## config.mk

```make
export PLATFORM = sky130hd
export DESIGN_NAME = gbhs_divider
export DESIGN_NICKNAME = d
export VERILOG_FILES = /design/src/gbhs_divider.sv
export SDC_FILE = /design/constraint.sdc
export NUM_CORES = 1
export LEC_CHECK = 0
export BUFFER_PORTS_ARGS = -buffer_cell sky130_fd_sc_hd__buf_2
export CORE_ASPECT_RATIO = 1.2
export CORE_UTILIZATION = 51
export CTS_CLUSTER_DIAMETER = 50
export DETAILED_ROUTE_END_ITERATION = 8
export PLACE_DENSITY = 0.8
export SLEW_MARGIN = 20
export SYNTH_ARGS = -nofsm -noshare
export SYNTH_HDL_FRONTEND = slang
export SYNTH_SLANG_ARGS = --single-unit
```

## constraint.sdc

```tcl
create_clock -name i_clk -period 3.1 [get_ports i_clk]
set_input_delay 0.155 -clock i_clk [delete_from_list [all_inputs] [get_ports i_clk]]
set_output_delay 0.155 -clock i_clk [all_outputs]
set_load 0.1 [all_outputs]
```

## src/gbhs_divider.sv

```systemverilog
module gbhs_divider #(
    parameter int unsigned NUM_BITS = 64,
    parameter int unsigned DEN_BITS = 35
) (
    input  logic                i_clk,
    input  logic                i_rst_n,
    input  logic                i_start,
    input  logic [NUM_BITS-1:0] i_num,
    input  logic                i_neg,
    input  logic [DEN_BITS-1:0] i_den,
    output logic                o_done,
    output logic [NUM_BITS-1:0] o_quot
);
    localparam int unsigned CntBits = $clog2(NUM_BITS + 1);

    logic [NUM_BITS-1:0] r_quot, n_quot;
    logic [DEN_BITS:0]   r_rem, n_rem;
    logic [DEN_BITS-1:0] r_den;
    logic                r_neg;
    logic [CntBits-1:0]  r_cnt;
    logic                r_busy, r_done;
    logic [DEN_BITS:0]   w_shift;

    // One quotient bit per cycle, restoring.
    always_comb begin
        w_shift = {r_rem[DEN_BITS-1:0], r_quot[NUM_BITS-1]};
        n_quot  = {r_quot[NUM_BITS-2:0], 1'b0};
        n_rem   = w_shift;
        if (w_shift >= {1'b0, r_den}) begin
            n_rem     = w_shift - {1'b0, r_den};
            n_quot[0] = 1'b1;
        end
    end

    always_ff @(posedge i_clk) begin
        if (!i_rst_n) begin
            r_busy <= 1'b0;
            r_done <= 1'b0;
            r_cnt  <= '0;
        end else begin
            r_done <= 1'b0;
            if (i_start) begin
                r_busy <= 1'b1;
                r_cnt  <= CntBits'(NUM_BITS);
            end else if (r_busy) begin
                r_cnt <= r_cnt - 1'b1;
                if (r_cnt == CntBits'(1)) begin
                    r_busy <= 1'b0;
                    r_done <= 1'b1;
                end
            end
        end
    end

    always_ff @(posedge i_clk) begin
        if (i_start) begin
            r_quot <= i_num;
            r_rem  <= '0;
            r_den  <= i_den;
            r_neg  <= i_neg;
        end else if (r_busy) begin
            r_quot <= n_quot;
            r_rem  <= n_rem;
        end
    end

    assign o_done = r_done;
    assign o_quot = r_neg ? (~r_quot + 1'b1) : r_quot;
endmodule

```

==> results.py, run 1 <==
metrics = {
    "status": {
        "status": "finished, violations left",
        "failed_checks": "setup timing",
    },
    "cells_and_area": {
        "finish.net_count": 1293,
        "drive_above_1_share_pct": 36.6,
        "fillers": 1067,
        "postLayoutCellArea_mm2": 0.0130,
        "final_util_pct": 75.8,
        "fin_cells": 1383,
        "area_delta_synth_final_pct": 43.7,
    },
    "placement": {
        "dp_hpwl_um": 17600,
        "postPlaceCellArea_mm2": 0.0116,
        "port_buffers": 167,
        "place_inst": 1297,
        "gp_congestion": 0.932,
        "dpl_worst_slack_ns": -0.248,
    },
    "floorplanning": {
        "dieArea_mm2": 0.0182,
        "initial_utilization_pct": 52.7,
        "rows": 52,
        "die_y_um": 148,
        "core_area_mm2": 0.0171,
        "io_pins": 168,
        "die_w_um": 123,
    },
    "synth": {
        "yosysWarnings": 0,
        "syn_area_mm2": 0.00902,
        "avgSynthCellArea_um2": 10.2,
        "synthesis.nets": 1031,
        "synth_top_area_share_pct": 33.3,
        "synthTopCellsByCount": "edfxtp_1, xnor2_1, nand2_1, o21ai_0, mux2_2",
        "synthArstFlopShare_pct": 0,
        "synthDistinctLibCells": 57,
        "synth-seq-cells": 144,
        "synth-main-ff-cell": "edfxtp_1",
        "synthCells": 889,
        "yosysMostFrequentCell": "edfxtp_1",
        "yosysTopAreaCell": "edfxtp_1",
        "synth_edf_count": 100,
        "seq_area_frac_synth_pct": 43.0,
        "synthTopCellsByArea": "edfxtp_1, dfxtp_1, mux2_2",
    },
    "flow_run": {
        "cap_violations": 0,
    },
    "clock_tree": {
        "worstSkewPairLatency_ns": 0.43,
        "numClockSinks": 144,
        "cts.clk_slew.worst_paths_ns": 0.06,
        "htreeDepth": 4,
        "numCtsBuffers": 17,
        "cts_root_buf": "clkbuf_16",
        "cts_tree": "built",
        "clock_path_buffers": 2,
    },
    "global_route": {
        "grt_usage_pct": 28.0,
        "antenna_found_initial": 4,
        "grt_pass1_vias": 7924,
        "grt.overflow.total": 0,
        "grt_max_degree": 65,
        "grt_pass1_wl_um": 39200,
    },
    "sta": {
        "rsz0062_at_grt": "true",
        "layout_min_cycle_time_ns": 3.72,
        "finalHoldViolations": 0,
        "slew_violations": 0,
        "fmax_mhz": 269,
        "period_share_pct": 120,
        "slew_headroom_pct": 52.2,
        "tightest_slew_ns": 0.716,
        "layout_setup_ws_ns": -0.619,
        "finalSetupViolations": 43,
        "fin_skew_ns": 0.00770,
    },
    "drt": {
        "viasPerCell": 5.77,
        "wl_per_cell_um": 18.1,
        "drt_wl_total_um": 25000,
        "drc_errors": 0,
        "drtIter0Drc": 572,
        "vias": 7975,
        "ant_nets": 0,
        "drtPass1Iterations": 5,
    },
    "critical_path": {
        "end_kind": "primary output",
        "crit_type": "flop to primary output",
        "reg2regPathDepth": 13,
        "critPathMaxStageDelay_ns": 0.55,
        "cp_num_cells": 10,
        "crit_chain": "or4_4, or2_4, nor3_4, nand2b_1, or2_1, or4_4, or3_4, o41ai_4, xnor2_4, buf_12",
        "crit_slowest_cell": "or4_4",
        "startpoint_type": "flop",
        "critPathRequiredTime_ns": 2.94,
        "crit_fanout": 4,
        "crit_top_cell": "or4_4",
        "worstPathBufferInverterCount": 1,
        "critical_path_arrival_ns": 3.56,
        "cp_top_family": "simple AND/OR/NAND/NOR gates",
    },
    "min_path": {
        "hp-class": "input port to flop",
        "min_path_cells": 2,
    },
    "power": {
        "ir_drop_v": 0.000402,
        "cellPowerDensity_mw_per_mm2": 588,
        "power_mw": 7.62,
        "leakagePower_nw": 5.31,
    },
}
-- layer usage --
metal / part of all wire [%] / vias up / GRT usage [%]
li1: - / 3818 / -
met4: 3.5 / 2 / 14.5
met5: 0.052 / - / 0
met2: 51 / 323 / 49.1
met3: 6.6 / 69 / 6.52
met1: 39 / 3763 / 31.0
-- logic make-up (layout without fill, tap and decap cells) --
kind of cell | count (synthesis) | in the layout | share of synthesized area, %
mux | 81 | 81 | 9.86
flops | 144 | 144 | 43.0
fa+ha+maj | 39 | 39 | 5.49
other cells | 0 | 3 | 0
compound gates | 219 | 219 | 16.2
buf+inv | 94 | 369 | 3.99
xor+xnor | 96 | 96 | 9.32
simple gates | 216 | 216 | 12.1
-- worst register-to-register path, cell delays in order (launching register included) --
cell	delay, ns
edfxtp_1	0.35
inv_1	0.06
ha_1	0.22
fa_1	0.41
nand2b_1	0.18
a21oi_1	0.14
o21ai_1	0.13
a21oi_2	0.21
o21ai_0	0.13
nand3_1	0.15
a31o_2	0.25
buf_12	0.22
mux2i_1	0.25
a211oi_2	0.10
-- power breakdown --
group,switching (mW),leakage [nW],internal [mW],total (mW)
Combinational,1.90,3.65,1.10,3.00
Clock,0.827,0.303,1.40,2.22
Sequential,0.152,1.36,2.25,2.40
Total,2.88,5.31,4.74,7.62
-- through the flow --
stage	hold WS, ns	TNS [ns]
5_1_grt	0.0108	-18.23
3_5_place_dp	0.333	-1.58
3_3_place_gp	0.331	-0.910
6_report	0.0236	-13.35
4_1_cts	0.00813	-12.53
2_1_floorplan	0.254	-1.30
-- path summary, 6_finish.rpt --
check | end | from | slack, ns
hold reg to reg | r_cnt[0]$_SDFFE_PP0P_ | r_cnt[0]$_SDFFE_PP0P_ | 0.50
hold / removal | r_quot[57]$_DFFE_PP_ | i_num[57] | 0.02
setup / recovery | o_quot[63] | r_quot[43]$_DFFE_PP_ | -0.62
setup reg to reg | r_rem[2]$_SDFFE_PP0P_ | r_quot[63]$_DFFE_PP_ | 0.17
-- flip-flops by register name, indices dropped and copies added (netlist names) --
name,cells
o_done,1
r_cnt,7
r_neg,1
r_den,35
r_quot,64
r_rem,35
r_busy,1
-- layout make-up --
| class | count | area [um2] | area share (%) |
|---|---|---|---|
| multi-input combinational | 651 | 5360 | 41.4 |
| timing repair buffer | 285 | 2610 | 20.1 |
| tap | 216 | 270 | 2.08 |
| clock inverter | 12 | 183 | 1.41 |
| inverter | 52 | 195 | 1.51 |
| sequential | 144 | 3880 | 30.0 |
| clock buffer | 20 | 457 | 3.52 |
| antenna | 3 | 7.51 | 0.0579 |
-- timing repair --
item | in CTS | in global routing
buffers inserted | 10 | 5
hold endpoints to repair | 38 | 0
resized for setup | 37 | 23
hold buffers | 37 | 0
pin swaps | 14 | 14
setup endpoints to repair | 45 | 72
-- placed cells by master, fill, tap and decap left out, drive strengths merged, types with 13 or more instances in the layout --
cell type,n
buf,247
edfxtp,100
xnor2,74
nand2,66
o21ai,65
mux2,63
inv,54
nor2,46
dfxtp,44
ha,38
dlygate4sd3,37
a21oi,32
a211oi,24
xor2,22
o31ai,21
nor3,20
clkbuf,20
mux2i,18
or3,17
a21o,13
o41ai,13
Note: power is estimated with default switching activity, not from simulation.
==> inputs of run 2 (changes only) <==
--- a/config.mk
+++ b/config.mk
@@ -11,6 +11,7 @@
 export CTS_CLUSTER_DIAMETER = 50
 export DETAILED_ROUTE_END_ITERATION = 8
 export PLACE_DENSITY = 0.8
+export REMOVE_ABC_BUFFERS = 1
 export SLEW_MARGIN = 20
 export SYNTH_ARGS = -nofsm -noshare
 export SYNTH_HDL_FRONTEND = slang
==> results.py, run 2 (same netlist as run 1, synthesis figures left out) <==
metrics = {
    "drt": {
        "drtPass1Iterations": 7,
        "ant_nets": 0,
        "vias": 8630,
        "wl_per_cell_um": 22.7,
        "drc_errors": 0,
        "drt_wl_total_um": 31600,
        "viasPerCell": 6.19,
        "drtIter0Drc": 785,
    },
    "cells_and_area": {
        "largest_register": "r_quot",
        "postLayoutCellArea_mm2": 0.0134,
        "drive_above_1_share_pct": 38.4,
        "layout_commonest_cell": "buf_2",
        "fin_cells": 1394,
        "final_cell_mix": "buf_2, edfxtp_1, buf_4",
        "area_delta_synth_final_pct": 48.7,
        "top_regs": "r_quot x64, r_den x35, r_rem x35",
        "finish.net_count": 1305,
        "largest_register_ff_count": 64,
    },
    "min_path": {
        "hp-class": "input port to flop",
    },
    "clock_tree": {
        "cts_root_buf": "clkbuf_16",
        "cts_tree": "built",
        "clock_path_buffers": 2,
        "htreeDepth": 4,
        "worstSkewPairLatency_ns": 0.44,
        "numClockSinks": 144,
        "numCtsBuffers": 17,
        "cts.clk_slew.worst_paths_ns": 0.07,
    },
    "power": {
        "leakagePower_nw": 5.56,
        "ir_drop_v": 0.000451,
        "power_mw": 7.60,
        "cellPowerDensity_mw_per_mm2": 567,
    },
    "floorplanning": {
        "die_y_um": 148,
        "core_area_mm2": 0.0171,
        "die_w_um": 123,
        "rows": 52,
        "initial_utilization_pct": 52.7,
        "io_pins": 168,
        "dieArea_mm2": 0.0182,
    },
    "sta": {
        "finalHoldViolations": 0,
        "whs_ns": 0.0330,
        "tightest_slew_ns": 1.11,
        "slew_violations": 0,
        "fin_skew_ns": 0.0191,
        "fmax_mhz": 253,
        "rsz0062_at_grt": "true",
        "layout_setup_ws_ns": -0.846,
        "slew_headroom_pct": 26.1,
        "finalSetupViolations": 49,
        "period_share_pct": 127,
        "layout_min_cycle_time_ns": 3.95,
    },
    "status": {
        "failed_checks": "setup timing",
        "status": "finished, violations left",
    },
    "global_route": {
        "grt_usage_pct": 31.0,
        "grt_pass1_vias": 8458,
        "grt_max_degree": 128,
        "grt.overflow.total": 0,
        "antenna_found_initial": 1,
        "grt_pass1_wl_um": 43400,
    },
    "placement": {
        "dpl_worst_slack_ns": -0.228,
        "port_buffers": 167,
        "postPlaceCellArea_mm2": 0.0112,
        "place_inst": 1299,
        "gp_congestion": 0.922,
        "dp_hpwl_um": 17500,
    },
    "critical_path": {
        "critical_path_arrival_ns": 3.79,
        "crit_type": "flop to primary output",
        "end_kind": "primary output",
        "crit_fanout": 4,
        "critPathRequiredTime_ns": 2.94,
        "startpoint_type": "flop",
    },
    "flow_run": {
        "cap_violations": 0,
    },
}
==> run 2: changes by cell type in the layout (fill, tap and decap cells not counted), moves of 6 or more <==
cell	delta
buf_12	-23
bufbuf_16	+16
o21ai_1	-13
xnor2_1	+13
buf_6	+9
xnor2_2	-8
o21ai_2	+7
nand2_1	-6
o31ai_4	+6
==> run 2: what timing repair did <==
item / in CTS / in global routing
pin swaps: 33 / 41
endpoints found under the hold margin: 38 / 0
resized for setup: 119 / 88
hold buffers: 37 / 0
setup buffers: 15 / 13
setup endpoints to repair: 46 / 88
==> run 2: metrics by stage <==
step           TNS [ns]  utilization, %
3_5_place_dp      -1.44            65.6
6_report         -21.37            78.4
3_3_place_gp     -0.858            65.6
4_1_cts          -12.05            75.6
5_1_grt          -27.98            78.4
2_1_floorplan    -36.82               -
==> run 2: final timing paths <==
path	start	endpoint	slack, ns	depth (start not counted)
hold reg to reg	r_rem[34]$_SDFFE_PP0P_	r_rem[34]$_SDFFE_PP0P_	0.48	2
setup reg to reg	r_den[13]$_DFFE_PP_	r_quot[0]$_DFFE_PP_	0.13	12
hold / removal	i_num[25]	r_quot[25]$_DFFE_PP_	0.03	2
setup / recovery	r_quot[43]$_DFFE_PP_	o_quot[59]	-0.85	11
==> run 2: area by class of cell <==
class / instances / area [um2]
inverters: 52 / 195
diodes: 2 / 5.00
clock inverters: 8 / 66.3
flip-flops and latches: 144 / 3880
fillers: 966 / 3700
multi-input cells: 651 / 5530
repair buffers: 297 / 3010
clock buffers: 24 / 462
well taps: 216 / 270
==> run 2: power by group <==
group	internal (mW)	switching [mW]
sequential	2.25	0.169
combinational	1.26	1.99
clock	1.11	0.817
total	4.63	2.98
==> run 2: critical path, cell delays in order, from the launching register on <==
cell	delay, ns
edfxtp_1	0.41
or4_4	0.55
or2_4	0.26
nor3_4	0.14
nand2b_1	0.10
or2_1	0.25
or4_4	0.47
buf_6	0.15
or2_4	0.25
o41ai_4	0.25
xnor2_1	0.18
bufbuf_16	0.34
==> run 2: per-layer routing <==
layer / track usage, % / part of all wire (%) / vias up
met1: 34.6 / 37 / 4114
met5: 0 / 0 / -
met3: 7.41 / 8.0 / 152
met2: 55.0 / 50 / 523
li1: - / - / 3841
met4: 14.1 / 5.2 / 0
==> inputs of run 3 (changes only) <==
--- a/config.mk
+++ b/config.mk
@@ -6,11 +6,12 @@
 export NUM_CORES = 1
 export LEC_CHECK = 0
 export BUFFER_PORTS_ARGS = -buffer_cell sky130_fd_sc_hd__buf_2
+export CELL_PAD_IN_SITES_DETAIL_PLACEMENT = 0
+export CELL_PAD_IN_SITES_GLOBAL_PLACEMENT = 1
 export CORE_ASPECT_RATIO = 1.2
-export CORE_UTILIZATION = 51
-export CTS_CLUSTER_DIAMETER = 50
+export CORE_UTILIZATION = 40
 export DETAILED_ROUTE_END_ITERATION = 8
-export PLACE_DENSITY = 0.8
+export PLACE_DENSITY = 0.81
 export REMOVE_ABC_BUFFERS = 1
 export SLEW_MARGIN = 20
 export SYNTH_ARGS = -nofsm -noshare
==> results.py, run 3 (same netlist as run 1, synthesis figures left out) <==
metrics = {
    "global_route": {
        "grt_pass1_wl_um": 40100,
        "grt_pass1_vias": 8050,
        "grt_max_degree": 65,
        "grt_usage_pct": 21.6,
        "antenna_found_initial": 5,
        "grt.overflow.total": 0,
    },
    "critical_path": {
        "r2r_slack_ns": 0.16,
        "crit_start": "r_quot[15]$_DFFE_PP_",
        "r2r-start": "r_quot[63]$_DFFE_PP_",
        "crit_chain": "or4_4, or3_4, nor3_4, nand4_1, or2b_4, or3_4, buf_6, o21ai_4, xnor2_4, clkbuf_16",
        "crit_slowest_cell": "or4_4",
        "critPathMaxStageDelay_ns": 0.55,
        "crit_fanout": 4,
        "reg2regPathDepth": 13,
        "critPathRequiredTime_ns": 2.94,
        "startpoint_type": "flop",
        "end_kind": "primary output",
        "crit_type": "flop to primary output",
        "endpoint": "o_quot[61]",
        "r2r-end": "r_rem[17]$_SDFFE_PP0P_",
        "crit_top_cell": "or3_4",
        "critical_path_arrival_ns": 3.61,
    },
    "sta": {
        "period_share_pct": 121,
        "layout_min_cycle_time_ns": 3.76,
        "slew_headroom_pct": 59.1,
        "tightest_slew_ns": 0.614,
        "slew_violations": 0,
        "fmax_mhz": 266,
        "fin_skew_ns": 0.00950,
        "rsz0062_at_grt": "true",
        "finalHoldViolations": 0,
        "finalSetupViolations": 45,
        "layout_setup_ws_ns": -0.662,
    },
    "status": {
        "failed_checks": "DRC, setup timing",
        "status": "finished, violations left",
    },
    "drt": {
        "vias": 7803,
        "viasPerCell": 5.34,
        "wl_per_cell_um": 17.2,
        "drtPass1Iterations": 9,
        "ant_nets": 0,
        "drtIter0Drc": 367,
        "drc_errors": 3,
        "drt_wl_total_um": 25100,
    },
    "clock_tree": {
        "numCtsBuffers": 17,
        "cts.clk_slew.worst_paths_ns": 0.07,
        "clock_path_buffers": 2,
        "cts_root_buf": "clkbuf_16",
        "cts_tree": "built",
        "numClockSinks": 144,
        "htreeDepth": 4,
        "worstSkewPairLatency_ns": 0.44,
    },
    "cells_and_area": {
        "layout_commonest_cell": "buf_2",
        "finish.net_count": 1315,
        "area_delta_synth_final_pct": 50.2,
        "final_cell_mix": "buf_2, edfxtp_1, buf_4",
        "drive_above_1_share_pct": 38.0,
        "largest_register_ff_count": 64,
        "top_regs": "r_quot x64, r_den x35, r_rem x35",
        "largest_register": "r_quot",
    },
    "power": {
        "ir_drop_v": 0.000416,
        "cellPowerDensity_mw_per_mm2": 561,
        "leakagePower_nw": 5.59,
        "power_mw": 7.61,
    },
    "min_path": {
        "hp-class": "input port to flop",
    },
    "floorplanning": {
        "rows": 59,
        "core_area_mm2": 0.0219,
        "io_pins": 168,
        "die_y_um": 167,
        "dieArea_mm2": 0.0232,
        "initial_utilization_pct": 41.2,
        "die_w_um": 139,
    },
    "placement": {
        "dpl_worst_slack_ns": -0.252,
        "gp_congestion": 0.889,
        "dp_hpwl_um": 17700,
        "port_buffers": 167,
    },
    "flow_run": {
        "cap_violations": 0,
    },
}
[run 3: cell count changes in the layout (fill, tap and decap cells not counted), sizes merged]
cell         before  now
buf             239  247
bufbuf           17   16
bufinv            1    2
clkbuf           28   25
clkinv            5    4
clkinvlp          2    3
dlygate4sd3      37   39
inv              52   55
[run 3: power breakdown]
part | total (mW) | switching, mW | internal [mW]
Sequential | 2.39 | 0.136 | 2.25
Clock | 2.06 | 0.869 | 1.19
Combinational | 3.16 | 1.89 | 1.27
Total | 7.61 | 2.90 | 4.71
[run 3: layout make-up]
| class | instances | area [um2] |
|---|---|---|
| Sequential cell | 144 | 3880 |
| Antenna cell | 2 | 5.00 |
| Timing Repair Buffer | 307 | 3130 |
| Multi-Input combinational cell | 651 | 5430 |
| Inverter | 52 | 195 |
| Clock inverter | 12 | 135 |
| Fill cell | 1738 | 8370 |
| Tap cell | 274 | 343 |
| Clock buffer | 20 | 437 |
[run 3: per-layer routing]
layer / track usage [%] / wire length (um) / up-vias / share of wire [%]
li1: - / - / 3854 / -
met1: 24.6 / 10500 / 3734 / 42
met2: 39.0 / 12800 / 167 / 51
met3: 5.26 / 1260 / 42 / 5.0
met4: 7.83 / 537 / 6 / 2.1
met5: 0 / 37 / - / 0.15
[run 3: worst min-delay path by stage]
| stage | from | to | slack [ns] | cells past startpoint |
|---|---|---|---|---|
| final | i_num[16] | r_quot[16]$_DFFE_PP_ | 0.01 | 2 |
| after global routing | i_num[23] | r_quot[23]$_DFFE_PP_ | 0.02 | 2 |
| after CTS | i_num[43] | r_quot[43]$_DFFE_PP_ | 0.006 | 2 |
| after detailed placement | i_den[26] | r_den[26]$_DFFE_PP_ | 0.33 | 1 |
| after global placement | i_den[29] | r_den[29]$_DFFE_PP_ | 0.33 | 1 |
| after floorplan | i_start | r_rem[0]$_SDFFE_PP0P_ | 0.23 | 1 |
[run 3: per-stage QoR]
| step | instances | instance area (um2) | utilization [%] | TNS (ns) | hold slack [ns] |
|---|---|---|---|---|---|
| floorplan | 847 | 8860 | - | -36.82 | 0.227 |
| global placement | 1371 | 11400 | 52.2 | -1.08 | 0.333 |
| detailed placement | 1371 | 11400 | 52.2 | -1.66 | 0.333 |
| CTS | 1451 | 13200 | 60.2 | -14.70 | 0.00566 |
| global route | 1462 | 13600 | 61.8 | -20.74 | 0.0183 |
| finish | 1462 | 13600 | 61.8 | -16.39 | 0.0137 |
[run 3: worst max-delay path, delay by kind of cell (launching register included)]
kind | cells | cell delay (ns)
AND/OR/NAND/NOR | 6 | 2.11
flip-flops | 1 | 0.39
buffers and inverters | 2 | 0.36
AO/OA/AOI/OAI | 1 | 0.17
XOR/XNOR | 1 | 0.15
[run 3: repair_timing]
| item | 4_1_cts | 5_1_grt |
|---|---|---|
| pin swaps | 39 | 33 |
| setup endpoints to repair | 43 | 84 |
| gates resized for setup | 120 | 64 |
| endpoints found under the hold margin | 40 | 0 |
| setup buffers | 10 | 10 |
| hold buffers | 39 | 0 |
